--- config.mk ---
export PLATFORM = sky130hd
export DESIGN_NAME = round_robin_vc_arbiter_core
export DESIGN_NICKNAME = d
export VERILOG_FILES = /design/src/hw/rtl/rrvc_pkg.sv /design/src/hw/rtl/rrvc_ctrl.sv /design/src/hw/rtl/rrvc_dp.sv /design/src/hw/rtl/round_robin_vc_arbiter_core.sv
export SDC_FILE = /design/constraint.sdc
export NUM_CORES = 1
export LEC_CHECK = 0
export BUFFER_PORTS_ARGS = -buffer_cell sky130_fd_sc_hd__buf_2
export CELL_PAD_IN_SITES_DETAIL_PLACEMENT = 1
export CELL_PAD_IN_SITES_GLOBAL_PLACEMENT = 1
export CORE_UTILIZATION = 46
export CTS_BUF_LIST = sky130_fd_sc_hd__clkbuf_8 sky130_fd_sc_hd__clkbuf_16
export DETAILED_ROUTE_END_ITERATION = 16
export PLACE_DENSITY = 0.77
export SLEW_MARGIN = 5
export SYNTH_ARGS = -nofsm -noshare
export SYNTH_HDL_FRONTEND = slang
export SYNTH_SLANG_ARGS = --single-unit
--- constraint.sdc ---
create_clock -name clk -period 4.4 [get_ports clk]
set_input_delay 0.22 -clock clk [delete_from_list [all_inputs] [get_ports clk]]
set_output_delay 0.22 -clock clk [all_outputs]
set_load 0.03 [all_outputs]
--- src/hw/rtl/rrvc_pkg.sv ---
package rrvc_pkg;

  localparam int NUM_CH      = 8;
  localparam int CH_W        = $clog2(NUM_CH);
  localparam int PAY_W       = 32;
  localparam int CNT_W       = 4;
  localparam int OP_W        = 3;
  localparam int MASK_W      = NUM_CH;
  localparam int IN_TDATA_W  = 48;
  localparam int OUT_TDATA_W = 40;
  localparam int OUT_TUSER_W = 3;

  typedef enum logic [OP_W-1:0] {
    OP_REQ       = 3'd0,
    OP_PICK      = 3'd1,
    OP_PICK_MASK = 3'd2,
    OP_PULL      = 3'd3,
    OP_CLEAR     = 3'd4,
    OP_STATUS    = 3'd5
  } op_t;

  typedef enum logic [1:0] {
    ST_OK      = 2'd0,
    ST_NO_WIN  = 2'd1,
    ST_NOT_REQ = 2'd2,
    ST_RANGE   = 2'd3
  } status_t;

  typedef enum logic {
    S_IDLE = 1'b0,
    S_EXEC = 1'b1
  } state_t;

  // Controller to datapath commands
  typedef struct packed {
    logic cap;   // capture the request from the input channel
    logic exec;  // commit the operation and load the result register
  } cmd_t;

endpackage

--- src/hw/rtl/rrvc_ctrl.sv ---
module rrvc_ctrl
  import rrvc_pkg::*;
(
  input  logic clk,
  input  logic rst_n,
  input  logic in_tvalid,
  input  logic out_tready,
  output logic in_tready,
  output logic out_tvalid,
  output cmd_t cmd
);

  state_t state_r, state_nxt;
  logic   out_valid_r, out_valid_nxt;

  always_ff @(posedge clk) begin
    if (!rst_n) begin
      state_r     <= S_IDLE;
      out_valid_r <= 1'b0;
    end else begin
      state_r     <= state_nxt;
      out_valid_r <= out_valid_nxt;
    end
  end

  always_comb begin
    state_nxt     = state_r;
    out_valid_nxt = out_valid_r;
    cmd.cap       = 1'b0;
    cmd.exec      = 1'b0;
    in_tready     = 1'b0;
    if (out_valid_r && out_tready) out_valid_nxt = 1'b0;
    unique case (state_r)
      S_IDLE: begin
        in_tready = 1'b1;
        if (in_tvalid) begin
          cmd.cap   = 1'b1;
          state_nxt = S_EXEC;
        end
      end
      S_EXEC: begin
        // wait until the result register is free or drains this cycle
        if (!out_valid_r || out_tready) begin
          cmd.exec      = 1'b1;
          out_valid_nxt = 1'b1;
          state_nxt     = S_IDLE;
        end
      end
      default: state_nxt = S_IDLE;
    endcase
  end

  assign out_tvalid = out_valid_r;

endmodule

--- src/hw/rtl/rrvc_dp.sv ---
module rrvc_dp
  import rrvc_pkg::*;
(
  input  logic                   clk,
  input  logic                   rst_n,
  input  cmd_t                   cmd,
  input  logic [OP_W-1:0]        in_op,
  input  logic [IN_TDATA_W-1:0]  in_data,
  input  logic                   cfg_we,
  input  logic [CNT_W-1:0]       cfg_wdata,
  output logic [OUT_TDATA_W-1:0] out_data,
  output logic [OUT_TUSER_W-1:0] out_user
);

  typedef struct packed {
    logic            found;
    logic [CH_W-1:0] idx;
  } scan_t;

  // Rotating priority encoder: first eligible channel after last
  function automatic scan_t rr_scan(input logic [NUM_CH-1:0] elig,
                                    input logic [CH_W-1:0]   last);
    scan_t           res;
    logic [CH_W-1:0] i;
    res.found = 1'b0;
    res.idx   = last;
    for (int k = NUM_CH; k >= 1; k--) begin
      i = last + CH_W'(k);
      if (elig[i]) begin
        res.found = 1'b1;
        res.idx   = i;
      end
    end
    return res;
  endfunction

  // Captured request
  logic [OP_W-1:0]   op_r;
  logic [CH_W-1:0]   ch_r;
  logic [PAY_W-1:0]  pay_r;
  logic [MASK_W-1:0] mask_r;

  // Arbiter state
  logic [CNT_W-1:0]  active_r;
  logic [NUM_CH-1:0] flags_r, flags_nxt;
  logic [PAY_W-1:0]  pay_mem_r [NUM_CH];
  logic [CH_W-1:0]   last_r, last_nxt;
  logic              picked_r, picked_nxt;

  // Result register
  logic [OUT_TDATA_W-1:0] odata_r, odata_nxt;
  logic [OUT_TUSER_W-1:0] ouser_r, ouser_nxt;

  logic [CNT_W-1:0]  n_ch;
  logic              in_range;
  logic              pay_we;
  scan_t             sc;
  logic [CH_W-1:0]   grant;
  logic              win_valid;
  logic [PAY_W-1:0]  pay_out;
  status_t           status;
  logic              ch_req;

  always_ff @(posedge clk) begin
    if (cmd.cap) begin
      op_r   <= in_op;
      ch_r   <= in_data[CH_W-1:0];
      pay_r  <= in_data[CH_W +: PAY_W];
      mask_r <= in_data[CH_W+PAY_W +: MASK_W];
    end
    if (cmd.exec) begin
      odata_r <= odata_nxt;
      ouser_r <= ouser_nxt;
      if (pay_we) pay_mem_r[ch_r] <= pay_r;
    end
  end

  always_ff @(posedge clk) begin
    if (!rst_n) begin
      active_r <= CNT_W'(NUM_CH);
      flags_r  <= '0;
      last_r   <= '0;
      picked_r <= 1'b0;
    end else if (cfg_we) begin
      active_r <= cfg_wdata;
      flags_r  <= '0;
    end else if (cmd.exec) begin
      flags_r  <= flags_nxt;
      last_r   <= last_nxt;
      picked_r <= picked_nxt;
    end
  end

  always_comb begin
    if (active_r == '0) n_ch = CNT_W'(1);
    else if (active_r > CNT_W'(NUM_CH)) n_ch = CNT_W'(NUM_CH);
    else n_ch = active_r;
  end

  assign in_range = {1'b0, ch_r} < n_ch;
  assign sc = rr_scan(flags_r & ((op_r == OP_PICK_MASK) ? mask_r : '1), last_r);

  always_comb begin
    flags_nxt  = flags_r;
    last_nxt   = last_r;
    picked_nxt = picked_r;
    pay_we     = 1'b0;
    win_valid  = 1'b0;
    pay_out    = '0;
    status     = ST_OK;
    grant      = picked_r ? last_r : sc.idx;
    unique case (op_r)
      OP_REQ: begin
        if (in_range) begin
          flags_nxt[ch_r] = 1'b1;
          pay_we          = 1'b1;
        end else begin
          status = ST_RANGE;
        end
      end
      OP_PICK, OP_PICK_MASK: begin
        if (picked_r) begin
          win_valid = 1'b1;
        end else begin
          picked_nxt = 1'b1;
          if (sc.found) begin
            last_nxt  = sc.idx;
            win_valid = 1'b1;
          end else begin
            status = ST_NO_WIN;
          end
        end
      end
      OP_PULL: begin
        picked_nxt = 1'b0;
        if (!picked_r && !sc.found) begin
          status = ST_NO_WIN;
        end else begin
          last_nxt = grant;
          if (!flags_r[grant]) begin
            status = ST_NOT_REQ;
          end else begin
            flags_nxt[grant] = 1'b0;
            pay_out          = pay_mem_r[grant];
            win_valid        = 1'b1;
          end
        end
      end
      OP_CLEAR: flags_nxt[last_r] = 1'b0;
      default: begin
        if (!in_range) status = ST_RANGE;
      end
    endcase
  end

  assign ch_req = in_range & flags_nxt[ch_r];

  always_comb begin
    odata_nxt = {2'b00,
                 ~|(flags_nxt & mask_r),
                 ~|flags_nxt,
                 ch_req,
                 pay_out,
                 last_nxt};
    ouser_nxt = {status, win_valid};
  end

  assign out_data = odata_r;
  assign out_user = ouser_r;

endmodule

--- src/hw/rtl/round_robin_vc_arbiter_core.sv ---
// Channel | Dir | Handshake          | Contents
// in      | in  | in_tvalid/tready   | tuser op, tdata channel/payload_in/ready_mask
// out     | out | out_tvalid/tready  | tuser winner_valid/status, tdata winner/payload/flags
// cfg     | in  | cfg_we             | cfg_wdata active_channels, no wait
//
// Each request passes through S_IDLE, which captures it, and S_EXEC, which runs
// the channel scan (a combinational rotating priority encoder) and commits the state.
// The result register frees the input side: a new request is taken while a
// result still waits; the commit stalls only while it waits and out_tready is low.
// Reset (rst_n low, synchronous) clears all request flags, the last grant and
// the picked flag, and sets active_channels to eight. No clearing pass.
module round_robin_vc_arbiter_core
  import rrvc_pkg::*;
(
  input  logic                   clk,
  input  logic                   rst_n,
  // in_tdata from bit 0: channel[2:0], payload_in[34:3], ready_mask[42:35], zero pad
  input  logic [IN_TDATA_W-1:0]  in_tdata,
  // in_tuser: op[2:0]
  input  logic [OP_W-1:0]        in_tuser,
  input  logic                   in_tvalid,
  output logic                   in_tready,
  // out_tdata from bit 0: winner[2:0], payload_out[34:3], channel_requested[35],
  //   all_empty[36], ready_empty[37], zero pad
  output logic [OUT_TDATA_W-1:0] out_tdata,
  // out_tuser from bit 0: winner_valid[0], status[2:1]
  output logic [OUT_TUSER_W-1:0] out_tuser,
  output logic                   out_tvalid,
  input  logic                   out_tready,
  input  logic                   cfg_we,
  input  logic [CNT_W-1:0]       cfg_wdata
);

  cmd_t cmd;

  // Sequence capture and commit; hold the result until the sink takes it
  rrvc_ctrl u_ctrl (
    .clk        (clk),
    .rst_n      (rst_n),
    .in_tvalid  (in_tvalid),
    .out_tready (out_tready),
    .in_tready  (in_tready),
    .out_tvalid (out_tvalid),
    .cmd        (cmd)
  );

  // Request flags, payload handles, grant pointer and result register
  rrvc_dp u_dp (
    .clk       (clk),
    .rst_n     (rst_n),
    .cmd       (cmd),
    .in_op     (in_tuser),
    .in_data   (in_tdata),
    .cfg_we    (cfg_we),
    .cfg_wdata (cfg_wdata),
    .out_data  (out_tdata),
    .out_user  (out_tuser)
  );

  // A commit always leaves a result in the output register
  a_exec_out: assert property (@(posedge clk) disable iff (!rst_n)
    cmd.exec |=> out_tvalid)
    else $error("commit did not produce a result");

  // Capture moves the controller out of idle into the commit state
  a_cap_busy: assert property (@(posedge clk) disable iff (!rst_n)
    cmd.cap |=> !in_tready)
    else $error("input accepted twice without a commit");

  // A winner is reported only with an ok status
  a_win_ok: assert property (@(posedge clk) disable iff (!rst_n)
    out_tvalid && out_tuser[0] |-> out_tuser[2:1] == ST_OK)
    else $error("winner reported with error status");

  // Payload comes out only with a winner
  a_pay_win: assert property (@(posedge clk) disable iff (!rst_n)
    out_tvalid && !out_tuser[0] |-> out_tdata[34:3] == '0)
    else $error("payload without winner");

endmodule
==> results of run 1 <==
==> metrics by stage <==
step                cells   TNS (ns)  power (mW)  setup slack (ns)
finish               1678          0       8.300            0.1543
detailed placement   1554   -0.05202       5.214          -0.05202
CTS                  1674          0       8.310           0.03312
floorplan             987          0       4.777           0.01429
global placement     1554  -0.003093       5.175         -0.003093
global route         1677   -0.01850       8.544          -0.01168
==> state kept, by name (all words and copies together) (netlist names) <==
register / flops
u_dp.flags_r: 8
u_dp.out_user: 3
u_ctrl.state_r: 1
u_dp.out_data: 38
u_dp.pay_mem_r: 256
u_dp.mask_r: 8
u_dp.ch_r: 3
u_dp.pay_r: 32
u_dp.active_r: 4
u_dp.last_r: 3
u_dp.picked_r: 1
u_dp.op_r: 3
u_ctrl.out_tvalid: 1
==> metal layers <==
| layer | up-vias | wire length, µm | share of wire, % |
|---|---|---|---|
| li1 | 4382 | - | - |
| met1 | 5184 | 17980 | 41 |
| met2 | 414 | 22340 | 50 |
| met3 | 87 | 2842 | 6.4 |
| met4 | 0 | 1207 | 2.7 |
| met5 | - | 0 | 0 |
==> logic make-up (layout without fill, tap and decap cells) <==
group / Yosys count / in the layout / synth area share, %
other cells: 1 / 3 / 0.02405
fa+ha+maj: 8 / 8 / 0.6419
flops: 361 / 361 / 68.36
xor+xnor: 3 / 3 / 0.1685
buf+inv: 79 / 321 / 2.214
mux: 88 / 88 / 11.31
compound gates: 180 / 180 / 8.585
simple gates: 266 / 266 / 8.697
==> layout make-up <==
cell class / count / area, µm² / share of cell area, %
Clock inverter: 29 / 224.0 / 1.178
Clock buffer: 39 / 975.9 / 5.131
Sequential cell: 361 / 10660 / 56.05
Inverter: 19 / 71.32 / 0.3750
Antenna cell: 1 / 2.502 / 0.01316
Tap cell: 448 / 560.5 / 2.947
Timing Repair Buffer: 234 / 1769 / 9.302
Multi-Input combinational cell: 547 / 4756 / 25.00
==> what timing repair did <==
| item | 4_1_cts | 5_1_grt |
|---|---|---|
| setup endpoints to repair | 2 | 34 |
| setup buffers | 0 | 3 |
| hold endpoints to repair | 51 | 0 |
| gates cloned | 0 | 0 |
| pin swaps | 0 | 2 |
| hold buffers | 52 | 0 |
| gates resized for setup | 3 | 18 |
==> worst max-delay path by stage <==
stage	start	end	slack (ns)	depth (start not counted)
after global routing	u_dp.op_r[2]	u_dp.out_data[19]	-0.01	16
final	u_dp.op_r[0]	u_dp.out_data[35]	0.15	14
after global placement	u_dp.op_r[2]	u_dp.out_data[35]	-0.003	15
after floorplan	u_dp.last_r[0]	u_dp.out_data[10]	0.01	17
after CTS	u_dp.op_r[2]	u_dp.out_data[35]	0.03	15
after detailed placement	u_dp.op_r[2]	u_dp.out_data[35]	-0.05	15
==> worst reg2reg max path, stage by stage (launching register included) <==
cell and delay, ns:
sky130_fd_sc_hd__edfxtp_1 0.43, sky130_fd_sc_hd__buf_12 0.19, sky130_fd_sc_hd__nor4b_4 0.38, sky130_fd_sc_hd__buf_4 0.20, sky130_fd_sc_hd__o32ai_1 0.10, sky130_fd_sc_hd__mux4_2 0.55, sky130_fd_sc_hd__a41o_1 0.32, sky130_fd_sc_hd__nand3_1 0.11
sky130_fd_sc_hd__a31oi_1 0.16, sky130_fd_sc_hd__o21ai_0 0.37, sky130_fd_sc_hd__a311oi_1 0.19, sky130_fd_sc_hd__or4b_2 0.65, sky130_fd_sc_hd__nand4_1 0.15, sky130_fd_sc_hd__a2111oi_2 0.09, sky130_fd_sc_hd__buf_4 0.14
==> power breakdown <==
group	switching [mW]	leakage [nW]	total [mW]	internal [mW]
logic	0.728	2.55	1.30	0.577
clock network	1.29	0.620	3.08	1.79
registers	0.0754	3.31	3.91	3.84
==> cell usage in the layout, fill, tap and decap left out, types with 9 or more instances in the layout <==
cell / n
sky130_fd_sc_hd__inv_1: 25
sky130_fd_sc_hd__a31oi_1: 10
sky130_fd_sc_hd__mux2i_1: 12
sky130_fd_sc_hd__nand2b_1: 19
sky130_fd_sc_hd__clkbuf_16: 39
sky130_fd_sc_hd__buf_4: 75
sky130_fd_sc_hd__nand3_1: 21
sky130_fd_sc_hd__a21oi_1: 39
sky130_fd_sc_hd__nand2_1: 125
sky130_fd_sc_hd__o21ai_0: 19
sky130_fd_sc_hd__edfxtp_1: 343
sky130_fd_sc_hd__nor2_1: 28
sky130_fd_sc_hd__dlygate4sd3_1: 52
sky130_fd_sc_hd__mux4_2: 70
sky130_fd_sc_hd__o32ai_1: 9
sky130_fd_sc_hd__buf_2: 97
sky130_fd_sc_hd__dfxtp_1: 18
sky130_fd_sc_hd__buf_12: 10
==> summary.json, run 1 <==
{
  "run_status": "completed",
  "die_footprint_um2": 34640,
  "yosys.cell_count.top_type": "sky130_fd_sc_hd__edfxtp_1",
  "hold-path-endpoint": "u_ctrl.out_tvalid",
  "drt_first_iter_violations": 833,
  "crit_path_cell_trace": "buf_12, nor4b_4, buf_4, o32ai_1, mux4_2, a41o_1, nand3_1, a31oi_1, o21ai_0, a311oi_1, or4b_2, nand4_1, a2111oi_2, buf_4",
  "cts_htree_levels": 2,
  "worst_hold_check_path_type": "in2reg",
  "crit_share_post_route_pct": 96.49,
  "setup_violations": 0,
  "gp_congestion": 0.9405,
  "final_core_utilization_pct": 56.86,
  "boundary_pin_count": 105,
  "final_max_slew_viol_count": 0,
  "clock_tree_from_tritoncts": "yes",
  "dp_hpwl_mm": 26.60,
  "critPathMaxStageDelay_ns": 0.65,
  "timing.setup.critical_path_class": "reg2reg",
  "skew_ns": 0.01650,
  "irDropWorstVdd_mv": 0.3416,
  "cts_made_buffers": 38,
  "fin_worst_hold_slack_ns": 0.01463,
  "netlist-cell-type-count": 83,
  "coreArea_um2": 33450,
  "p_leak_nw": 6.475,
  "overflow": 0,
  "use_met3_pct": 3.600,
  "fp.dieH_um": 186.1,
  "startpoint_type": "register",
  "ys_ff_latch": 361,
  "cts_buffer_depth": 3,
  "drc_errors": 0,
  "crit-reg2reg-launch": "u_dp.op_r[0]",
  "number_of_buffers_added_on_ports": 97,
  "synth_top_cell_area_share_pct": 66.05,
  "clkTransAtPathRegs_ns": 0.06,
  "worstPathRequired_ns": 4.68,
  "crit_buf_inv": 3,
  "final_layout_size_suffix_gt1_share_pct": 29.21,
  "asyncSetResetFlopFracSynth_pct": 0,
  "power_density_nw_per_um2": 436.4,
  "detailed_place.area_um2": 17180,
  "hold_path_depth": 3,
  "critPathCaptureType": "register",
  "grt_first_pass_wirelength_mm": 65.29,
  "effective_utilization_at_floorplan_pct": 46.62,
  "min-delay-start": "out_tready",
  "worst-endpoint-arrival_ns": 4.53,
  "synth_area_per_cell_um2": 15.82,
  "final_antenna_net_count": 0,
  "finalHoldViolations": 0,
  "fillerInstances": 3144,
  "die_width_um": 186.1,
  "crit_slowest_cell": "sky130_fd_sc_hd__or4b_2",
  "synth_ff_type": "sky130_fd_sc_hd__edfxtp_1",
  "pin_count_of_the_biggest_net_entering_global_routing": 67,
  "grt_antenna_before_repair": 0,
  "critPathMostFrequentCell": "sky130_fd_sc_hd__buf_4",
  "slew_at_the_pin_closest_to_its_max_slew_limit_ns": 0.9799,
  "worst-r2r-setup-slack_ns": 0.15,
  "globalRoute.busiestLayer": "met2",
  "floorplan.rows": 67,
  "wl_per_cell_um": 26.44,
  "reg2reg_depth": 14,
  "cts_root_buffer": "sky130_fd_sc_hd__clkbuf_16",
  "mappedNetlistArea_um2": 15590,
  "clock-sinks": 361,
  "final_cell_area_um2": 19020,
  "syn_to_final_growth_pct": 21.96,
  "groute.layer.met2.usage_pct": 44.52,
  "first_global_vias": 10580,
  "max_slew_margin_pct": 34.53,
  "synth_top_cell_by_area": "sky130_fd_sc_hd__edfxtp_1",
  "routed-via-count": 10070,
  "cpLargestDelayFamily": "simple AND/OR/NAND/NOR gates",
  "gr_util_met1_pct": 34.47,
  "synth.yosys.seq_area_share_pct": 68.36,
  "cp_max_fo": 15,
  "fmax_mhz": 235.5,
  "ys.warnings.count": 0,
  "reg2reg_to": "u_dp.out_data[35]",
  "worstSkewPairLatency_ns": 0.53,
  "routed_via_density": 5.999,
  "max-cap-violations": 0,
  "yosys-top-cells-area": "sky130_fd_sc_hd__edfxtp_1 (66%), sky130_fd_sc_hd__mux4_2 (10%), sky130_fd_sc_hd__nand2_1 (3.0%)",
  "grt.total_usage_pct": 26.11,
  "synth-edff-count": 343,
  "period_minus_slack_ns": 4.246,
  "syn-instance-count": 986,
  "drt-pass1-iter-count": 5,
  "synth_top_cells_by_count": "sky130_fd_sc_hd__edfxtp_1 (343), sky130_fd_sc_hd__nand2_1 (126), sky130_fd_sc_hd__mux4_2 (70), sky130_fd_sc_hd__a21oi_1 (39), sky130_fd_sc_hd__clkbuf_1 (39)",
  "design.final.nets": 1269,
  "routed_wirelength_mm": 44.37
}
Power figures use the tool's default switching activity.
==> inputs of run 2 (changes only) <==
--- a/config.mk
+++ b/config.mk
@@ -6,12 +6,13 @@
 export NUM_CORES = 1
 export LEC_CHECK = 0
 export BUFFER_PORTS_ARGS = -buffer_cell sky130_fd_sc_hd__buf_2
-export CELL_PAD_IN_SITES_DETAIL_PLACEMENT = 1
-export CELL_PAD_IN_SITES_GLOBAL_PLACEMENT = 1
-export CORE_UTILIZATION = 46
+export CELL_PAD_IN_SITES_DETAIL_PLACEMENT = 0
+export CELL_PAD_IN_SITES_GLOBAL_PLACEMENT = 2
+export CORE_UTILIZATION = 40
 export CTS_BUF_LIST = sky130_fd_sc_hd__clkbuf_8 sky130_fd_sc_hd__clkbuf_16
 export DETAILED_ROUTE_END_ITERATION = 16
 export PLACE_DENSITY = 0.77
+export SKIP_LAST_GASP = 1
 export SLEW_MARGIN = 5
 export SYNTH_ARGS = -nofsm -noshare
 export SYNTH_HDL_FRONTEND = slang
==> run 2 against run 1 <==
  * Cell count up 4.8%
  * Global-route usage down 5.7 points
  * Combinational power barely moved
  * Clock-buffer cell count unchanged
==> summary.json, run 2 (synthesized netlist as in run 1, its figures left out) <==
{
  "final_max_slew_viol_count": {"value": 0, "change": "unchanged"},
  "max-cap-violations": {"value": 0, "change": "unchanged"},
  "period_minus_slack": {"value": 4.246, "unit": "ns", "change": "+0.000003000 ns"},
  "cts_root_buffer": "sky130_fd_sc_hd__clkbuf_16",
  "register_containing_the_most_flip_flops_in_the_final_layout": "u_dp.pay_mem_r",
  "overflow": {"value": 0, "change": "unchanged"},
  "floorplan.rows": {"value": 71, "change": "+6.0%"},
  "placed_cells": {"value": 1635, "change": "+5.2%"},
  "run_status": "completed",
  "min-delay-start": "rst_n",
  "crit-reg2reg-launch": "u_dp.op_r[1]",
  "instances_no_fill": {"value": 1759, "change": "+4.8%"},
  "antenna_cells": {"value": 0, "change": "-1"},
  "setup_violations": {"value": 0, "change": "unchanged"},
  "routed_wirelength": {"value": 39.52, "unit": "mm", "change": "-11%"},
  "drc_errors": {"value": 0, "change": "unchanged"},
  "crit_start": "u_dp.op_r[1]",
  "pin_count_of_the_biggest_net_entering_global_routing": {"value": 42, "change": "-37%"},
  "coreArea": {"value": 38020, "unit": "µm²", "change": "+14%"},
  "routed_via_density": {"value": 5.511, "change": "-8.1%"},
  "critPathMaxStageDelay": {"value": 0.50, "unit": "ns", "change": "-0.15 ns"},
  "p_leak": {"value": 6.544, "unit": "nW", "change": "+1.1%"},
  "clkTransAtPathRegs": {"value": 0.06, "unit": "ns", "change": "about the same"},
  "clock_tree_from_tritoncts": "yes",
  "grt_first_pass_wirelength": {"value": 59.28, "unit": "mm", "change": "-9.2%"},
  "final_layout_size_suffix_gt1_share": {"value": 29.57, "unit": "%", "change": "+0.36 points"},
  "cp_max_fo": {"value": 17, "change": "+2"},
  "routed-via-count": {"value": 9694, "change": "-3.7%"},
  "die_footprint": {"value": 39780, "unit": "µm²", "change": "+15%"},
  "syn_to_final_growth_pct": 23.23,
  "finalHoldViolations": {"value": 0, "change": "unchanged"},
  "cts_htree_levels": {"value": 2, "change": "unchanged"},
  "boundary_pin_count": {"value": 105, "change": "unchanged"},
  "crit_slowest_cell": "sky130_fd_sc_hd__mux4_2",
  "worst_hold_check_path_type": "in2reg",
  "layout_common_cells": "sky130_fd_sc_hd__edfxtp_1 (343), sky130_fd_sc_hd__nand2_1 (126), sky130_fd_sc_hd__buf_2 (97), sky130_fd_sc_hd__buf_4 (89), sky130_fd_sc_hd__mux4_2 (70)",
  "die_width": {"value": 199.5, "unit": "µm", "change": "+7.2%"},
  "final_antenna_net_count": {"value": 0, "change": "unchanged"},
  "cts_buffer_depth": {"value": 3, "change": "unchanged"},
  "power_density": {"value": 427.1, "unit": "nW/µm²", "change": "-2.1%"},
  "ff_latch_area": {"value": 10660, "unit": "µm²", "change": "unchanged"},
  "design.final.nets": {"value": 1287, "change": "+1.4%"},
  "grt_antenna_before_repair": {"value": 1, "change": "+1"},
  "number_of_buffers_added_on_ports": {"value": 97, "change": "unchanged"},
  "crit_share_post_route": {"value": 96.49, "unit": "%", "change": "about the same"},
  "largest_register_ffs": {"value": 256, "change": "unchanged"},
  "fillerInstances": {"value": 3294, "change": "+4.8%"},
  "dp_hpwl": {"value": 25.09, "unit": "mm", "change": "-5.7%"},
  "drt_first_iter_violations": {"value": 685, "change": "-18%"},
  "hold_path_depth": {"value": 2, "change": "-1"},
  "drt-pass1-iter-count": {"value": 5, "change": "unchanged"},
  "worstSkewPairLatency": {"value": 0.53, "unit": "ns", "change": "about the same"},
  "irDropWorstVdd": {"value": 0.3541, "unit": "mV", "change": "+3.7%"},
  "wl_per_cell": {"value": 22.47, "unit": "µm", "change": "-15%"},
  "skew": {"value": 0.01101, "unit": "ns", "change": "-0.005497 ns"},
  "fmax": {"value": 235.5, "unit": "MHz", "change": "unchanged"},
  "critPathCaptureType": "register",
  "reg2reg_depth": {"value": 16, "change": "+2"},
  "fin_worst_hold_slack": {"value": 0.02098, "unit": "ns", "change": "+0.006347 ns"},
  "fp.dieH": {"value": 199.5, "unit": "µm", "change": "+7.2%"},
  "multi_input_gate_area_in_the_final_layout": {"value": 4742, "unit": "µm²", "change": "-0.29%"},
  "slew_at_the_pin_closest_to_its_max_slew_limit": {"value": 0.6948, "unit": "ns", "change": "-0.2851 ns"},
  "gp_congestion": {"value": 0.8890, "change": "-5.5%"},
  "crit_path_cell_trace": "clkbuf_2, nor4b_4, buf_4, nand2b_1, mux4_2, mux2_2, mux2_1, mux2_2, o31a_2, buf_12, o41ai_2, buf_4, nand3b_1, a21oi_1, a2111oi_1, buf_4",
  "mostFrequentLayoutCell": "sky130_fd_sc_hd__edfxtp_1",
  "clock-sinks": {"value": 361, "change": "unchanged"},
  "worst-endpoint-arrival": {"value": 4.53, "unit": "ns", "change": "about the same"},
  "grt.total_usage": {"value": 20.41, "unit": "%", "change": "-5.7 points"},
  "startpoint_type": "register",
  "critPathMostFrequentCell": "sky130_fd_sc_hd__buf_4",
  "max_slew_margin": {"value": 53.58, "unit": "%", "change": "+19 points"},
  "timing.setup.critical_path_class": "reg2reg",
  "cts_made_buffers": {"value": 38, "change": "unchanged"},
  "effective_utilization_at_floorplan": {"value": 41.02, "unit": "%", "change": "-5.6 points"},
  "first_global_vias": {"value": 9738, "change": "-8.0%"},
  "worstPathRequired": {"value": 4.69, "unit": "ns", "change": "about the same"}
}
run 2: cell count changes in the layout (fill, tap and decap cells not counted), moves of 2 or more:
cell and change:
sky130_fd_sc_hd__buf_4 +14, sky130_fd_sc_hd__clkinv_1 +5, sky130_fd_sc_hd__clkinv_2 -3, sky130_fd_sc_hd__buf_12 +2
run 2: path summary, 6_finish.rpt:
check / endpoint / slack, ns
max: u_dp.out_data[35] / 0.15
min reg2reg: u_ctrl.out_tvalid / 0.52
max reg2reg: u_dp.out_data[35] / 0.15
min: u_dp.picked_r / 0.02
run 2: power by group:
part / internal, mW / switching [mW] / total [mW]
Sequential: 3.84 / 0.0697 / 3.91
Combinational: 0.610 / 0.698 / 1.31
Clock: 1.73 / 1.26 / 2.99
run 2: area by class of cell:
| type | instances | area share [%] |
|---|---|---|
| Clock buffer | 39 | 5.078 |
| Clock inverter | 30 | 1.035 |
| Inverter | 19 | 0.3711 |
| Multi-Input combinational cell | 547 | 24.68 |
| Sequential cell | 361 | 55.47 |
| Tap cell | 511 | 3.327 |
| Timing Repair Buffer | 252 | 10.04 |
run 2: worst max-delay path: cells and delay by family, from the launching register on:
family,cells,cell delay (ns)
mux,4,1.45
buf+inv,5,0.87
simple gates,3,0.41
compound gates,4,0.80
flops,1,0.48
run 2: layer usage:
metal	part of all wire [%]	up-vias	global-route usage [%]
li1	-	4427	-
met1	44	4918	27.72
met2	49	280	33.99
met3	4.7	67	2.954
met4	2.3	2	6.248
met5	0.028	-	0
run 2: timing repair:
action / in CTS / in global routing
endpoints found under the hold margin: 52 / 0
endpoints found under the setup margin: 0 / 34
resized for setup: 0 / 16
hold buffers: 53 / 0
setup buffers: 0 / 2
run 2: through the flow:
| stage | setup TNS [ns] | setup slack (ns) | area (µm²) | utilization, % | power (mW) |
|---|---|---|---|---|---|
| after floorplan | 0 | 0.01429 | 15600 | - | 4.777 |
| after global placement | 0 | 0.01318 | 17410 | 45.80 | 5.240 |
| after detailed placement | 0 | 0.06190 | 17410 | 45.80 | 5.247 |
| after CTS | 0 | 0.01932 | 19120 | 50.29 | 8.282 |
| after global routing | -0.07951 | -0.02412 | 19220 | 50.54 | 8.524 |
| final | 0 | 0.1543 | 19220 | 50.54 | 8.208 |
==> inputs of run 3 (changes only) <==
--- a/config.mk
+++ b/config.mk
@@ -8,10 +8,10 @@
 export BUFFER_PORTS_ARGS = -buffer_cell sky130_fd_sc_hd__buf_2
 export CELL_PAD_IN_SITES_DETAIL_PLACEMENT = 0
 export CELL_PAD_IN_SITES_GLOBAL_PLACEMENT = 2
-export CORE_UTILIZATION = 40
-export CTS_BUF_LIST = sky130_fd_sc_hd__clkbuf_8 sky130_fd_sc_hd__clkbuf_16
+export CORE_UTILIZATION = 45
+export CTS_BUF_LIST = sky130_fd_sc_hd__clkbuf_16
 export DETAILED_ROUTE_END_ITERATION = 16
-export PLACE_DENSITY = 0.77
+export PLACE_DENSITY = 0.82
 export SKIP_LAST_GASP = 1
 export SLEW_MARGIN = 5
 export SYNTH_ARGS = -nofsm -noshare
==> constraint.sdc (replaced) <==
create_clock -name clk -period 4.2 [get_ports clk]
set_input_delay 0.21 -clock clk [delete_from_list [all_inputs] [get_ports clk]]
set_output_delay 0.21 -clock clk [all_outputs]
set_load 0.03 [all_outputs]
==> run 3 against run 2 <==
  * Clock-buffer cell count is 1 lower
  * Sequential share of layout area decreased by 1.2 points
  * Via count increased by 2.5%
  * Sequential cell count stayed put
  * Cell area increased by 2.2%
  * Critical path type unchanged
==> summary.json, run 3 (synthesized netlist as in run 1, its figures left out) <==
{
  "final_layout_size_suffix_gt1_share": {"value": 34.27, "unit": "%", "change": "+4.7 points"},
  "gp_congestion": {"value": 0.9710, "change": "+9.2%"},
  "sequentialPowerShare": {"value": 46.6, "unit": "%", "change": "-1.0 points"},
  "clkTransAtPathRegs": {"value": 0.06, "unit": "ns", "change": "about the same"},
  "final_max_slew_viol_count": {"value": 0, "change": "unchanged"},
  "fmax": {"value": 241.7, "unit": "MHz", "change": "+2.6%"},
  "clock-sinks": {"value": 361, "change": "unchanged"},
  "max_slew_margin": {"value": 41.74, "unit": "%", "change": "-12 points"},
  "run_status": "completed",
  "worstSkewPairLatency": {"value": 0.54, "unit": "ns", "change": "about the same"},
  "multi_input_gate_area_in_the_final_layout": {"value": 4912, "unit": "µm²", "change": "+3.6%"},
  "syn_to_final_growth_pct": 25.95,
  "antenna_cells": {"value": 0, "change": "unchanged"},
  "cts_made_buffers": {"value": 38, "change": "unchanged"},
  "crit_share_post_route": {"value": 98.51, "unit": "%", "change": "+2.0 points"},
  "critPathCaptureType": "register",
  "startpoint_type": "register",
  "power.switching_fraction": {"value": 25.03, "unit": "%", "change": "+0.33 points"},
  "fp.dieH": {"value": 188.2, "unit": "µm", "change": "-5.7%"},
  "worstPathRequired": {"value": 4.61, "unit": "ns", "change": "-0.08 ns"},
  "register_containing_the_most_flip_flops_in_the_final_layout": "u_dp.pay_mem_r",
  "grt_first_pass_wirelength": {"value": 60.17, "unit": "mm", "change": "+1.5%"},
  "routed-via-count": {"value": 9933, "change": "+2.5%"},
  "cts_htree_levels": {"value": 2, "change": "unchanged"},
  "placed_cells": {"value": 1600, "change": "-2.1%"},
  "cts_buffer_depth": {"value": 3, "change": "unchanged"},
  "period_minus_slack": {"value": 4.137, "unit": "ns", "change": "-0.1084 ns"},
  "clk_pwr_share": {"value": 36.3, "unit": "%", "change": "about the same"},
  "coreArea": {"value": 33780, "unit": "µm²", "change": "-11%"},
  "ff_latch_area": {"value": 10660, "unit": "µm²", "change": "unchanged"},
  "power_spent_charging_and_discharging_nets": {"value": 2.202, "unit": "mW", "change": "+8.6%"},
  "max-cap-violations": {"value": 0, "change": "unchanged"},
  "die_width": {"value": 188.2, "unit": "µm", "change": "-5.7%"},
  "routed_wirelength": {"value": 39.94, "unit": "mm", "change": "+1.1%"},
  "timing.setup.critical_path_class": "reg2reg",
  "die_footprint": {"value": 35400, "unit": "µm²", "change": "-11%"},
  "fillerInstances": {"value": 2608, "change": "-21%"},
  "fin_worst_hold_slack": {"value": 0.1012, "unit": "ns", "change": "+0.08025 ns"},
  "number_of_buffers_added_on_ports": {"value": 97, "change": "unchanged"},
  "effective_utilization_at_floorplan": {"value": 46.16, "unit": "%", "change": "+5.1 points"},
  "grt_antenna_before_repair": {"value": 0, "change": "-1"},
  "grt.total_usage": {"value": 22.78, "unit": "%", "change": "+2.4 points"},
  "setup_violations": {"value": 0, "change": "unchanged"},
  "final_antenna_net_count": {"value": 0, "change": "unchanged"},
  "power_frac_comb": {"value": 17.2, "unit": "%", "change": "+1.3 points"},
  "pin_count_of_the_biggest_net_entering_global_routing": {"value": 45, "change": "+7.1%"},
  "drt_first_iter_violations": {"value": 824, "change": "+20%"},
  "final_core_utilization": {"value": 58.14, "unit": "%", "change": "+7.6 points"},
  "dp_hpwl": {"value": 24.95, "unit": "mm", "change": "-0.54%"},
  "totalPowerFinal": {"value": 8.797, "unit": "mW", "change": "+7.2%"},
  "finalHoldViolations": {"value": 0, "change": "unchanged"},
  "slew_at_the_pin_closest_to_its_max_slew_limit": {"value": 0.8707, "unit": "ns", "change": "+0.1759 ns"},
  "power_density": {"value": 447.8, "unit": "nW/µm²", "change": "+4.8%"},
  "instances_no_fill": {"value": 1732, "change": "-1.5%"},
  "final_cell_area": {"value": 19640, "unit": "µm²", "change": "+2.2%"},
  "largest_register_ffs": {"value": 256, "change": "unchanged"},
  "drt-pass1-iter-count": {"value": 8, "change": "+3"},
  "drc_errors": {"value": 0, "change": "unchanged"},
  "clock_tree_from_tritoncts": "yes",
  "overflow": {"value": 0, "change": "unchanged"},
  "worst_hold_check_path_type": "in2reg",
  "skew": {"value": 0.02568, "unit": "ns", "change": "+0.01467 ns"},
  "layout_common_cells": "sky130_fd_sc_hd__edfxtp_1 (343), sky130_fd_sc_hd__nand2_1 (125), sky130_fd_sc_hd__buf_4 (120), sky130_fd_sc_hd__buf_2 (97), sky130_fd_sc_hd__mux4_2 (70)",
  "design.final.nets": {"value": 1323, "change": "+2.8%"},
  "p_leak": {"value": 6.762, "unit": "nW", "change": "+3.3%"},
  "first_global_vias": {"value": 9930, "change": "+2.0%"},
  "irDropWorstVdd": {"value": 0.4237, "unit": "mV", "change": "+20%"},
  "wl_per_cell": {"value": 23.06, "unit": "µm", "change": "+2.7%"},
  "cts_root_buffer": "sky130_fd_sc_hd__clkbuf_16",
  "unrepaired_setup_endpoints_after_global_routing": "yes",
  "floorplan.rows": {"value": 67, "change": "-5.6%"},
  "boundary_pin_count": {"value": 105, "change": "unchanged"},
  "internal-power": {"value": 6.595, "unit": "mW", "change": "+6.7%"},
  "cp_max_fo": {"value": 15, "change": "-2"},
  "mostFrequentLayoutCell": "sky130_fd_sc_hd__edfxtp_1",
  "detailed_place.area": {"value": 17610, "unit": "µm²", "change": "+1.1%"},
  "routed_via_density": {"value": 5.735, "change": "+4.1%"},
  "worst-endpoint-arrival": {"value": 4.55, "unit": "ns", "change": "+0.02 ns"}
}
-- run 3: cell count changes in the layout (fill, tap and decap cells not counted), moves of 3 or more --
cell	previous run	this run
sky130_fd_sc_hd__buf_4	89	120
sky130_fd_sc_hd__a21oi_1	39	21
sky130_fd_sc_hd__a21oi_2	0	18
sky130_fd_sc_hd__clkinv_1	13	6
sky130_fd_sc_hd__clkinv_2	3	6
sky130_fd_sc_hd__o21ai_0	19	16
-- run 3: critical path, cell delays in order, from the launching register on --
cell	delay, ns
sky130_fd_sc_hd__edfxtp_1	0.41
sky130_fd_sc_hd__buf_12	0.18
sky130_fd_sc_hd__or4b_1	0.57
sky130_fd_sc_hd__nand2_1	0.29
sky130_fd_sc_hd__nor4bb_1	0.33
sky130_fd_sc_hd__buf_4	0.17
sky130_fd_sc_hd__o211a_4	0.18
sky130_fd_sc_hd__a31oi_4	0.10
sky130_fd_sc_hd__buf_4	0.16
sky130_fd_sc_hd__mux2_2	0.31
sky130_fd_sc_hd__nor4_2	0.42
sky130_fd_sc_hd__buf_4	0.21
sky130_fd_sc_hd__o21a_1	0.16
sky130_fd_sc_hd__o2111ai_1	0.14
sky130_fd_sc_hd__nor3_2	0.24
sky130_fd_sc_hd__buf_4	0.15
-- run 3: cell type report --
cell class / instances / share of cell area, %
Multi-Input combinational cell: 547 / 25.01
Sequential cell: 361 / 54.27
Timing Repair Buffer: 288 / 11.40
Inverter: 19 / 0.3695
Clock inverter: 31 / 1.255
Tap cell: 448 / 2.854
Clock buffer: 38 / 4.841
-- run 3: what timing repair did --
action / 4_1_cts / 5_1_grt
resized for setup: 10 / 45
endpoints found under the hold margin: 53 / 0
setup buffers: 2 / 6
endpoints found under the setup margin: 36 / 37
pin swaps: 5 / 7
hold buffers: 55 / 0
-- run 3: stage by stage --
stage / TNS (ns) / setup WS, ns
floorplan: 0 / 0.01574
finish: 0 / 0.06265
global route: -0.04911 / -0.01158
global placement: -0.4749 / -0.04326
CTS: 0 / 0.007195
detailed placement: -2.168 / -0.1066
-- run 3: routing by layer --
layer  up-vias  share of wire, %  global-route usage [%]
li1       4490                 -                       -
met5         -                 0                       0
met3        73               5.5                   3.013
met1      4999                42                   30.66
met4         0               2.5                   7.004
met2       371                50                   38.53
-- run 3: final timing paths --
| path | startpoint | slack (ns) | end | cells after the start |
|---|---|---|---|---|
| worst min-delay path | cfg_we | 0.10 | u_dp.active_r[1] | 3 |
| worst min register to register | u_ctrl.out_tvalid | 0.51 | u_ctrl.out_tvalid | 2 |
| worst max-delay path | u_dp.op_r[0] | 0.06 | u_dp.out_data[36] | 15 |
| worst max register to register | u_dp.op_r[0] | 0.06 | u_dp.out_data[36] | 15 |
-- run 3: power by group through the flow --
stage	Sequential [mW]	Clock, mW	Combinational, mW
floorplan	4.18	0	0.840
global placement	4.16	0	1.41
detailed placement	4.17	0	1.41
CTS	4.09	3.26	1.47
global route	4.10	3.39	1.62
finish	4.10	3.19	1.51
